$ cat src/rtl/hsvps_pkg.sv
// hsvps_pkg: shared types for the hsva palette sorter
// color record, sort mode codes and sequencer states
// no dependencies
`default_nettype none

package hsvps_pkg;

  // one stored color, packed hue down to alpha
  typedef struct packed {
    logic [15:0] hue;
    logic [15:0] sat;
    logic [15:0] val;
    logic [15:0] alpha;
  } color_t;

  typedef enum logic [1:0] {
    MODE_LOAD = 2'd0,
    MODE_HUE  = 2'd1,
    MODE_SAT  = 2'd2,
    MODE_VAL  = 2'd3
  } sort_mode_t;

  typedef enum logic [1:0] {
    ST_IDLE,
    ST_SCAN,
    ST_EMIT
  } state_t;

endpackage

`default_nettype wire

$ cat src/rtl/hsvps_color_ram.sv
// hsvps_color_ram: palette store, one write port, one registered read port
// depends on hsvps_pkg for color_t
`default_nettype none

module hsvps_color_ram
  import hsvps_pkg::*;
#(
  parameter int DEPTH  = 64,
  parameter int ADDR_W = $clog2(DEPTH)
) (
  input  wire logic              clk,
  input  wire logic              we,
  input  wire logic [ADDR_W-1:0] waddr,
  input  wire color_t            wdata,
  input  wire logic [ADDR_W-1:0] raddr,
  output color_t                 rdata
);

  color_t mem [DEPTH];

  always_ff @(posedge clk) begin
    if (we) begin
      mem[waddr] <= wdata;
    end
  end

  always_ff @(posedge clk) begin
    rdata <= mem[raddr];
  end

endmodule

`default_nettype wire

$ cat src/rtl/hsvps_compare.sv
// hsvps_compare: shared multi-key order compare between two colors
// depends on hsvps_pkg for color_t and sort_mode_t
`default_nettype none

module hsvps_compare
  import hsvps_pkg::*;
(
  input  wire color_t     a,
  input  wire color_t     b,
  input  wire sort_mode_t mode,
  output logic            ahead
);

  logic gray_a;
  logic gray_b;

  assign gray_a = (a.sat == 16'd0);
  assign gray_b = (b.sat == 16'd0);

  always_comb begin
    unique case (mode)
      MODE_HUE: begin
        if (gray_a != gray_b) begin
          ahead = !gray_a;
        end else if (!gray_a) begin
          ahead = (a.hue < b.hue);
        end else begin
          ahead = (a.val < b.val);
        end
      end
      MODE_SAT: begin
        if (a.sat != b.sat) begin
          ahead = (a.sat > b.sat);
        end else if (a.val != b.val) begin
          ahead = (a.val > b.val);
        end else begin
          ahead = (a.hue > b.hue);
        end
      end
      MODE_VAL: begin
        if (a.val != b.val) begin
          ahead = (a.val > b.val);
        end else if (a.sat != b.sat) begin
          ahead = (a.sat > b.sat);
        end else begin
          ahead = (a.hue < b.hue);
        end
      end
      default: begin
        // load order: nothing moves ahead
        ahead = 1'b0;
      end
    endcase
  end

endmodule

`default_nettype wire

$ cat src/rtl/hsva_palette_sorter.sv
// hsva_palette_sorter: top level, palette load, selection sequencer, result port
// depends on hsvps_pkg, hsvps_color_ram and hsvps_compare
`default_nettype none

// Colors are loaded one per cycle (start high while busy is low) into a store
// of MAX_COLORS entries; colors that arrive with the store full are dropped and
// flagged through overflowed on every result of that palette. The color marked
// last_color closes the palette: busy rises and the block emits every stored
// color in the order picked by sort_mode, sampled at that closing transfer.
// Each result shows on the out_* ports for exactly one cycle with result_valid
// high; the receiver cannot stall it. Ordering is a stable selection sort done
// by one shared compare unit: for every output slot the sequencer reads the
// whole store through the single read port of the palette memory, compares
// each registered read against the current best, and then emits the best
// color as the result. No clearing pass is needed after reset. sort_mode is
// written through cfg_write/cfg_data; the user must do so only while idle,
// as the block itself does not enforce it.
module hsva_palette_sorter
  import hsvps_pkg::*;
#(
  parameter int MAX_COLORS = 64
) (
  input  wire logic        clk,
  input  wire logic        rst,
  // configuration
  input  wire logic        cfg_write,
  input  wire logic [1:0]  cfg_data,
  // color input
  input  wire logic        start,
  output logic             busy,
  input  wire logic [15:0] hue,
  input  wire logic [15:0] saturation,
  input  wire logic [15:0] brightness,
  input  wire logic [15:0] alpha,
  input  wire logic        last_color,
  // sorted results
  output logic             result_valid,
  output logic [15:0]      out_hue,
  output logic [15:0]      out_saturation,
  output logic [15:0]      out_brightness,
  output logic [15:0]      out_alpha,
  output logic             last_result,
  output logic             overflowed
);

  localparam int IDX_W = (MAX_COLORS > 1) ? $clog2(MAX_COLORS) : 1;
  localparam int CNT_W = $clog2(MAX_COLORS + 1);

  state_t state, state_next;

  sort_mode_t sort_mode;      // programmed register
  sort_mode_t run_mode;       // mode sampled when the palette closes

  logic [CNT_W-1:0] count;    // stored colors
  logic             ovf;      // a color was dropped this palette
  logic [CNT_W-1:0] issue_cnt;  // next store entry to read in this pass
  logic [CNT_W-1:0] emit_cnt;   // results already given
  logic             rd_vld;   // read data valid this cycle
  logic [IDX_W-1:0] rd_idx;   // entry that the read data belongs to
  logic [MAX_COLORS-1:0] taken; // entries already emitted
  logic             have_best;
  color_t           best;
  logic [IDX_W-1:0] best_idx;

  // sequencer controls
  logic accept;
  logic store_en;
  logic issue;
  logic pass_done;
  logic final_emit;

  color_t in_color;
  color_t rd_data;
  logic   cmp_before;
  logic   take;

  assign in_color = '{hue: hue, sat: saturation, val: brightness, alpha: alpha};

  // ---------------------------------------------------------------- storage
  hsvps_color_ram #(
    .DEPTH (MAX_COLORS),
    .ADDR_W(IDX_W)
  ) u_ram (
    .clk  (clk),
    .we   (store_en),
    .waddr(count[IDX_W-1:0]),
    .wdata(in_color),
    .raddr(issue_cnt[IDX_W-1:0]),
    .rdata(rd_data)
  );

  // shared compare: does the fresh entry beat the current best
  hsvps_compare u_cmp (
    .a    (rd_data),
    .b    (best),
    .mode (run_mode),
    .ahead(cmp_before)
  );

  // strict compare keeps the lowest index on ties, so the sort is stable
  assign take = rd_vld && !taken[rd_idx] && (!have_best || cmp_before);

  // ---------------------------------------------------------- next state
  always_comb begin
    state_next = state;
    unique case (state)
      ST_IDLE: begin
        if (start && last_color) begin
          state_next = ST_SCAN;
        end
      end
      ST_SCAN: begin
        // last read of the pass is being evaluated
        if (issue_cnt >= count && rd_vld) begin
          state_next = ST_EMIT;
        end
      end
      ST_EMIT: begin
        state_next = final_emit ? ST_IDLE : ST_SCAN;
      end
      default: begin
        state_next = ST_IDLE;
      end
    endcase
  end

  // ---------------------------------------------------------- controls
  always_comb begin
    busy       = 1'b1;
    accept     = 1'b0;
    store_en   = 1'b0;
    issue      = 1'b0;
    pass_done  = 1'b0;
    final_emit = 1'b0;
    unique case (state)
      ST_IDLE: begin
        busy     = 1'b0;
        accept   = start;
        store_en = start && (count < CNT_W'(MAX_COLORS));
      end
      ST_SCAN: begin
        issue = (issue_cnt < count);
      end
      ST_EMIT: begin
        pass_done  = 1'b1;
        final_emit = (emit_cnt + CNT_W'(1) == count);
      end
      default: begin
        busy = 1'b1;
      end
    endcase
  end

  // ---------------------------------------------------------- registers
  always_ff @(posedge clk) begin
    if (rst) begin
      state     <= ST_IDLE;
      sort_mode <= MODE_LOAD;
      run_mode  <= MODE_LOAD;
      count     <= '0;
      ovf       <= 1'b0;
      issue_cnt <= '0;
      emit_cnt  <= '0;
      rd_vld    <= 1'b0;
      taken     <= '0;
      have_best <= 1'b0;
    end else begin
      state  <= state_next;
      rd_vld <= issue;

      if (cfg_write) begin
        sort_mode <= sort_mode_t'(cfg_data);
      end

      if (accept) begin
        if (store_en) begin
          count <= count + CNT_W'(1);
        end else begin
          ovf <= 1'b1;
        end
        if (last_color) begin
          run_mode  <= sort_mode;
          issue_cnt <= '0;
          emit_cnt  <= '0;
          have_best <= 1'b0;
        end
      end

      if (issue) begin
        issue_cnt <= issue_cnt + CNT_W'(1);
      end

      if (take) begin
        have_best <= 1'b1;
      end

      if (pass_done) begin
        issue_cnt <= '0;
        have_best <= 1'b0;
        if (final_emit) begin
          // palette done, start again empty
          count    <= '0;
          ovf      <= 1'b0;
          emit_cnt <= '0;
          taken    <= '0;
        end else begin
          emit_cnt        <= emit_cnt + CNT_W'(1);
          taken[best_idx] <= 1'b1;
        end
      end
    end
  end

  // payload registers
  always_ff @(posedge clk) begin
    rd_idx <= issue_cnt[IDX_W-1:0];
    if (take) begin
      best     <= rd_data;
      best_idx <= rd_idx;
    end
  end

  // ---------------------------------------------------------- result port
  assign result_valid   = (state == ST_EMIT);
  assign out_hue        = best.hue;
  assign out_saturation = best.sat;
  assign out_brightness = best.val;
  assign out_alpha      = best.alpha;
  assign last_result    = final_emit;
  assign overflowed     = ovf;

  // ---------------------------------------------------------- checks
  a_emit_has_best: assert property (@(posedge clk) disable iff (rst)
    result_valid |-> have_best)
    else $error("result emitted without a selected color");

  a_emit_in_range: assert property (@(posedge clk) disable iff (rst)
    result_valid |-> (emit_cnt < count))
    else $error("more results than stored colors");

  a_mark_taken: assert property (@(posedge clk) disable iff (rst)
    (result_valid && !last_result) |=> taken[$past(best_idx)])
    else $error("emitted entry not marked taken");

  a_close_busy: assert property (@(posedge clk) disable iff (rst)
    (start && !busy && last_color) |=> (busy && !result_valid))
    else $error("closing transfer did not start the sort");

  a_clear_after_last: assert property (@(posedge clk) disable iff (rst)
    (result_valid && last_result) |=> (!busy && count == '0 && !ovf))
    else $error("palette state not cleared after final result");

endmodule

`default_nettype wire

$ cat config.mk
export PLATFORM = sky130hd
export DESIGN_NAME = hsva_palette_sorter
export DESIGN_NICKNAME = d
export VERILOG_FILES = /design/src/rtl/hsvps_pkg.sv /design/src/rtl/hsvps_color_ram.sv /design/src/rtl/hsvps_compare.sv /design/src/rtl/hsva_palette_sorter.sv
export SDC_FILE = /design/constraint.sdc
export NUM_CORES = 2
export LEC_CHECK = 0
export BUFFER_PORTS_ARGS = -buffer_cell sky130_fd_sc_hd__buf_2
export CAP_MARGIN = 5
export CORE_UTILIZATION = 54
export CTS_CLUSTER_SIZE = 28
export DETAILED_ROUTE_END_ITERATION = 16
export PLACE_DENSITY = 0.68
export SETUP_SLACK_MARGIN = 0.02
export SYNTH_ARGS = -nofsm -noshare
export SYNTH_HDL_FRONTEND = slang
export SYNTH_HIERARCHICAL = 1
export SYNTH_SLANG_ARGS = --single-unit
$ cat constraint.sdc
create_clock -name clk -period 12.82 [get_ports clk]
set_input_delay 0.641 -clock clk [delete_from_list [all_inputs] [get_ports clk]]
set_output_delay 0.641 -clock clk [all_outputs]
set_load 0.1 [all_outputs]
Yosys cells after proc, flatten, opt, wreduce, memory -nomap -nowiden
Memories as Yosys holds them, arrays and structs flattened. A register that Yosys moved wholly into a read port is not among the register bits. Cells that the tools add are included.

Bits in registers: 170. Bits in latches: 0. Memory bits (writable): 4096. ROM bits: 0. Output and inout bits: 68. Logic and storage cells: 108. Memories: 1.

$add $sub $neg: 3. $mul: 0. Divide/modulo/power cells: 0. $lt $le $gt $ge: 11. Eq/ne operators: 11. Shift-type cells: 0. Multiplexer cells: 40. Bitwise operators: 1. Reductions and logical operators: 25.

Memory list: u_ram.mem (depth 64, width 64, rd ports 1, clocked after Yosys merged registers in 1, write ports 1, RTL line hsvps_color_ram.sv:19) `color_t mem [DEPTH];`.

Operators by type and width (count): 2-to-1 mux 64 bit (1); bitwise OR 64 bit (1); 2-to-1 mux 7 bit (9); greater-than comparator 16 bit (3); zero test 16 bit (2); less-than comparator 16 bit (2); inequality test 16 bit (2); 2-to-1 mux 1 bit (24); adder 7 x 1 -> 7 bit, second input constant (3); less-than comparator 6 x 7 -> 1 bit, second input constant (2); nonzero test 2 bit (6); AND reduction 2 bit (5); equality test 7 bit (1); greater-or-equal comparator 7 bit (1); less-than comparator 7 bit (1); less-than comparator 7 bit, second input constant (1); binary-select mux 1 bit (select 6 bit) (1); demux 1 bit (select 6 bit) (1); equality test 2 bit, second input constant (3); greater-or-equal comparator 6 x 1 -> 1 bit, second input constant (1); logical AND 1 bit (6); case mux 2 bit (3 select lines) (1); equality test 2 x 1 -> 1 bit, second input constant (2); 2-to-1 mux 2 bit (2); other kinds (7) (10).

Logic depth before layout (Yosys ltp)
Depth in word-level cells: 8. Mapped depth: 12. Depth with buffers taken out: 12.

By module
The synthesis kept the hierarchy.

Modules (own cells, without submodules): hsvps_color_ram (times used 1, cells each 6598, area an instance 156348.7 µm², sequential area each 124279.2 µm²); hsva_palette_sorter (times used 1, cells each 557, area an instance 6641.4 µm², sequential area each 4103.9 µm²); hsvps_compare (times used 1, cells each 191, area an instance 1362.6 µm², sequential area each 0.0 µm²).

Worst setup path before layout
Ideal clock, no wire load.

Path kind: register to register. From: reg best, in the netlist out_hue[5]. To: reg best_idx[0] (enable). Setup time: 0.584 ns. Data arrival time: 7.470 ns. Required time: 12.236 ns. Setup slack: 4.766 ns. Cell stages (with the launch flop): 13. Period minus slack after synthesis: 8.054 ns. Cells stage by stage: edfxtp_1 > inv_1 > ha_1 > a21o_1 > nand3_1 > a21oi_1 > a2111o_1 > a211oi_2 > a221o_1 > a32oi_1 > a31oi_1 > o21ai_0 > nor3_1.

Longest elaborated chain between the ends: 6. Elaborated cells between the ends (all ways): 11. Those cells by class: order compare (2); mux (7); reduce/logical (2).

RTL lines: from (decl) (RTL line hsva_palette_sorter.sv:62) `color_t best;`; from (signal assigned) (RTL line hsva_palette_sorter.sv:218) `best <= rd_data;`; less-than comparator 16 bit or greater-than comparator 16 bit (tied branches) (RTL line hsvps_compare.sv:26, hsvps_compare.sv:46, hsvps_compare.sv:37); 2-to-1 mux 1 bit (on tied branches) (RTL line hsvps_compare.sv:43, hsvps_compare.sv:34, hsvps_compare.sv:25); 2-to-1 mux 1 bit (on tied branches) (RTL line hsvps_compare.sv:41, hsvps_compare.sv:23, hsvps_compare.sv:32); case mux 1 bit (3 select lines) * (RTL line hsvps_compare.sv:21) `unique case (mode)`; named net cmp_before (RTL line hsva_palette_sorter.sv:74) `logic cmp_before;`; logical OR 1 bit * (RTL line hsva_palette_sorter.sv:101) `assign take = rd_vld && !taken[rd_idx] && (!have_best || cmp_before);`; logical AND 1 bit * (RTL line hsva_palette_sorter.sv:101); named net take (RTL line hsva_palette_sorter.sv:75) `logic take;`; to (signal assigned) (RTL line hsva_palette_sorter.sv:219) `best_idx <= rd_idx;`; to (decl) (RTL line hsva_palette_sorter.sv:63) `logic [IDX_W-1:0] best_idx;`.

Mark *: on every way through the listed nets, which the timed path passes. The rest lies on a longest branch. A chain may end at the register's enable or synchronous reset.

Final worst setup path
From: reg, netlist name u_ram/rdata[26]. To: reg best, in the netlist out_alpha[8] (enable).

Longest elaborated chain between the ends: 6. Elaborated cells between the ends (all ways): 11. Those cells by class: order compare (2); eq/ne (1); mux (6); reduce/logical (2).

RTL lines (RTL line): greater-than comparator 16 bit, or another cell as far along (hsvps_compare.sv:35, hsvps_compare.sv:42); 2-to-1 mux 1 bit (on tied branches) (hsvps_compare.sv:34, hsvps_compare.sv:25); 2-to-1 mux 1 bit (on tied branches) (hsvps_compare.sv:32, hsvps_compare.sv:23); case mux 1 bit (3 select lines) * (hsvps_compare.sv:21); named net cmp_before (hsva_palette_sorter.sv:74); logical OR 1 bit * (hsva_palette_sorter.sv:101); logical AND 1 bit * (hsva_palette_sorter.sv:101); named net take (hsva_palette_sorter.sv:75).

Marks and branches as above.

==> results <==
- Timing analysis after detailed placement gives a worst setup slack of 7.83 ns.
- The clock tree from TritonCTS is done.
- The mapped netlist covers 164000 sq um.
- The worst setup path is of the flip-flop to flip-flop kind.
- The number of H-tree levels is 5.
- The flow ran to the end, and the final reports show no timing, DRC or antenna violations.
- The initial core utilization is 54.3%.
- The area growth from synthesis to layout is 12.3%.
- The aggregate global-route resource usage is 29.2%.
- Counting every instance in the synthesized netlist gives 7346.
- The height of the die is 554 um.
- The number of placed instances, taps included, is 11300.
- The net count of the finished layout is 7851.
- In the routed design, unresolved DRC markers number 0.
- The maximum number of pins on one net before global-route repair is 127.
- The slowest stage cell on the critical path is buf_4.
- Among all flip-flop cells after synthesis, the most frequent one is edfxtp_1.
- The number of warnings issued by yosys is 6.
- The die area is 307000 sq um.
- In this run the static leakage power is 0.0561 uW.
- The number of setup buffers added after CTS is 0.
- At the later pin of the worst-skew pair, clock insertion delay measures 1.00 ns.
- The worst-case vdd ir drop is 0.118 mV.
- In the final routed layout, each cell accounts on average for 37.1 um.
- The element type at the critical path start is a flip-flop.
- In this run the horizontal extent of the chip is 554 um.
- After synthesis, the most frequently instantiated cells are edfxtp_1 (4166), mux4_2 (1033), nor2_1 (213).
- The via total after detailed routing is 82600.
- The number of buffers inserted for hold repair after clock tree synthesis is 5.
- The slew at the pin closest to its max-slew limit is 1.31 ns.
- The first-pass GRT wire length is 626000 um.
- The number of global-route vias before repair was 80800.
- In this run, the number of DRC markers left after iteration 0 of detailed routing was 12000.
- For the worst setup path, the data arrival time is 5.59 ns.
- The last weighted congestion value of the routability-driven placer is 0.818.
- The total of flip-flops plus latches after synthesis is 4330.
- Counting instances, the worst hold path has a depth of 2.
- The per-cell via count in the routed design is 6.84.
- The worst hold margin is 0.100 ns.
- The remaining global-route overflow is 0.
- In this run the most critical hold path is launched from rst.
- The most used standard cell by instance count after synthesis is edfxtp_1.
- The number of CTS-inserted buffers is 422.
- Summed over all layers, the routed wires come to 448000 um.
- The number of distinct library cell variants in the gate-level netlist after synthesis is 72.
- The reg-to-reg startpoint is u_ram/rdata[26].
- In this design, the critical path's most frequently occurring cell is buf_4.
- The fraction of synthesis flops using an asynchronous set or reset pin is 0%.
- The biggest area consumer among synthesized cells is edfxtp_1.
- The critical path capture point type is a flip-flop.
- In the post-synthesis netlist, the biggest area contributors are edfxtp_1 (76%), mux4_2 (14%), dfxtp_1 (2.0%).
- A synthesized cell averages 22.4 sq um.
- The worst path setup slack after routing is 7.81 ns.
- The share of layout cells above drive strength 1 is 26.4%.
- The CTS sink count is 4330.
- Pin placement for this block handled 139 I/O pins.
- Clock tree synthesis selected as its root buffer the cell clkbuf_16.
- For this design the ratio of total power to cell area is 160 nW/um^2.
- The count of final setup violators is 0.
- The floorplan has 202 rows.
- The hold violation total from the final report is 0.
- The initial antenna violation count came to 27.
- The max-slew violation count is 0.
- The net count of the mapped netlist is 7475.
- The number of synthesized flops with an enable pin is 4166.
- The endpoint identified for the worst register-to-register timing path is out_alpha[8].
- Between clock sinks in the finished design, the worst skew comes to 0.105 ns.
- The tightest min-delay check is of the input pin to flip-flop type.
- The headroom to the max-slew limit is 12.6%.
- In this run the remaining antenna-violating nets after routing total 0.
- The count of buffers added on input and output ports is 138.
- The share of synthesized area in the top cell type comes to 76.1%.
- The non-filler instance count after layout is 12100.
- After synthesis, flip-flops and latches occupy 78.1% of the total area.
- Counting I/O delays and the setup requirement, the final critical path takes 5.01 ns.
- Setup repair after global routing left no endpoint under its margin.
- The final standard cell utilization of the core is 61.0%.
- The final sum of negative setup slack is 0 ns.
- For this run, the detailed router's first-pass iteration total came to 7.
- The final critical path takes up 39.1% of the cycle.
- At the worst endpoint, the required time is 13.40 ns.
- Traced cell by cell, the critical path runs through ha_1, nand2_1, o21ai_0, a21oi_1, o211ai_1, and3_4, a211o_1, a32oi_1, a31oi_1, buf_4, o21ai_0, nor3_2, buf_4, buf_4.
- For the worst flop-to-flop path, the logic depth is 14.
- The worst-path maximum fanout is 54.
- The number of maximum-capacitance violations is 0.
- Detailed placement finished with a half-perimeter wire length of 238000 um.
- The largest incremental delay on the critical path is 0.81 ns.
- The terminating pin of the worst hold path is sort_mode[0].
- After clock tree synthesis, the clock-pin slew on the worst setup and hold paths is 0.06 ns.
- Across all register-to-register paths, the minimum setup slack is 7.81 ns.
- For this run, the top clock speed supported by timing is 200 MHz.
- The total area inside the core boundary comes to 303000 sq um.
- The clock tree buffer depth is 4.
- After clock tree synthesis, the repair step resized 0 gates.
## metal layers
| metal | up-vias | part of all wire (%) | routed length (um) | GRT usage (%) |
|---|---|---|---|---|
| met5 | - | 0.015 | 68 | 0 |
| met4 | 14 | 3.8 | 17100 | 10.1 |
| met3 | 857 | 12 | 53400 | 6.01 |
| met2 | 5376 | 47 | 210000 | 45.2 |
| met1 | 44400 | 37 | 167000 | 41.9 |
| li1 | 32000 | - | - | - |
## worst max-delay path by stage
stage	depth (start not counted)	slack [ns]	end	startpoint
after floorplan	12	4.77	best_idx[0]	out_hue[5]
after global placement	14	7.92	out_alpha[13]	u_ram/rdata[26]
after detailed placement	14	7.83	out_alpha[13]	u_ram/rdata[26]
after CTS	14	7.83	out_alpha[4]	u_ram/rdata[26]
after global routing	14	7.76	out_alpha[8]	u_ram/rdata[17]
final	14	7.81	out_alpha[8]	u_ram/rdata[26]
## stage by stage
step / cell area [sq um] / power [uW]
4_1_cts: 185000 / 29600
2_1_floorplan: 164000 / 16700
3_3_place_gp: 170000 / 17200
3_5_place_dp: 170000 / 17300
6_report: 185000 / 29500
5_1_grt: 185000 / 30200
## critical path, delay by kind of cell, from the launching register on
family          cells  cell delay (ns)
fa+ha+maj           1             0.26
flops               1             0.73
buf+inv             3             1.42
compound gates      7             1.51
simple gates        3             0.48
## report_power, final
group / internal, uW / switching (uW) / leakage, uW / total, uW
registers: 15600 / 103 / 0.0388 / 15700
logic: 470 / 749 / 0.0104 / 1220
clock network: 7220 / 5340 / 0.00688 / 12600
total: 23300 / 6190 / 0.0561 / 29500
## sequential cells by signal, summed over array words and instances, names as in the netlist, 7 cells and up
name,count
count,7
emit_cnt,7
issue_cnt,7
out_alpha,16
out_brightness,16
out_hue,16
out_saturation,16
taken,64
u_ram/mem,4096
u_ram/rdata,64
## layout make-up
cell class	count	area [sq um]
diodes	15	37.5
clock buffers	535	11400
clock inverters	251	2760
fillers	20500	118000
inverters	85	319
multi-input cells	2531	34300
flip-flops and latches	4330	128000
well taps	3978	4980
repair buffers	352	2460
## logic make-up (layout without fill, tap and decap cells)
group,after synthesis,after routing,synth area share (%)
and+or+nand+nor,610,610,1.88
xor gates and xnor gates,17,17,0.116
adders and majority gates,58,58,0.442
muxes,1192,1192,15.2
buffers and inverters,485,1223,1.39
other,0,15,0
AOI/OAI and AO/OA,654,654,2.90
DFF,4330,4330,78.1
## cell usage in the layout (no fill, tap or decap), drive strengths merged, types with 33 or more instances in the layout
cell	n
a22o	88
edfxtp	4166
nor2	213
nand2	79
buf	347
a211oi	66
ha	58
o22ai	83
or3	33
o221ai	39
nand3	58
dfxtp	164
mux4	1036
bufinv	46
a21oi	99
mux2i	154
clkinv	177
and3	76
a22oi	169
clkbuf	535
inv	97
No activity file was read; power rests on OpenSTA's default activity.
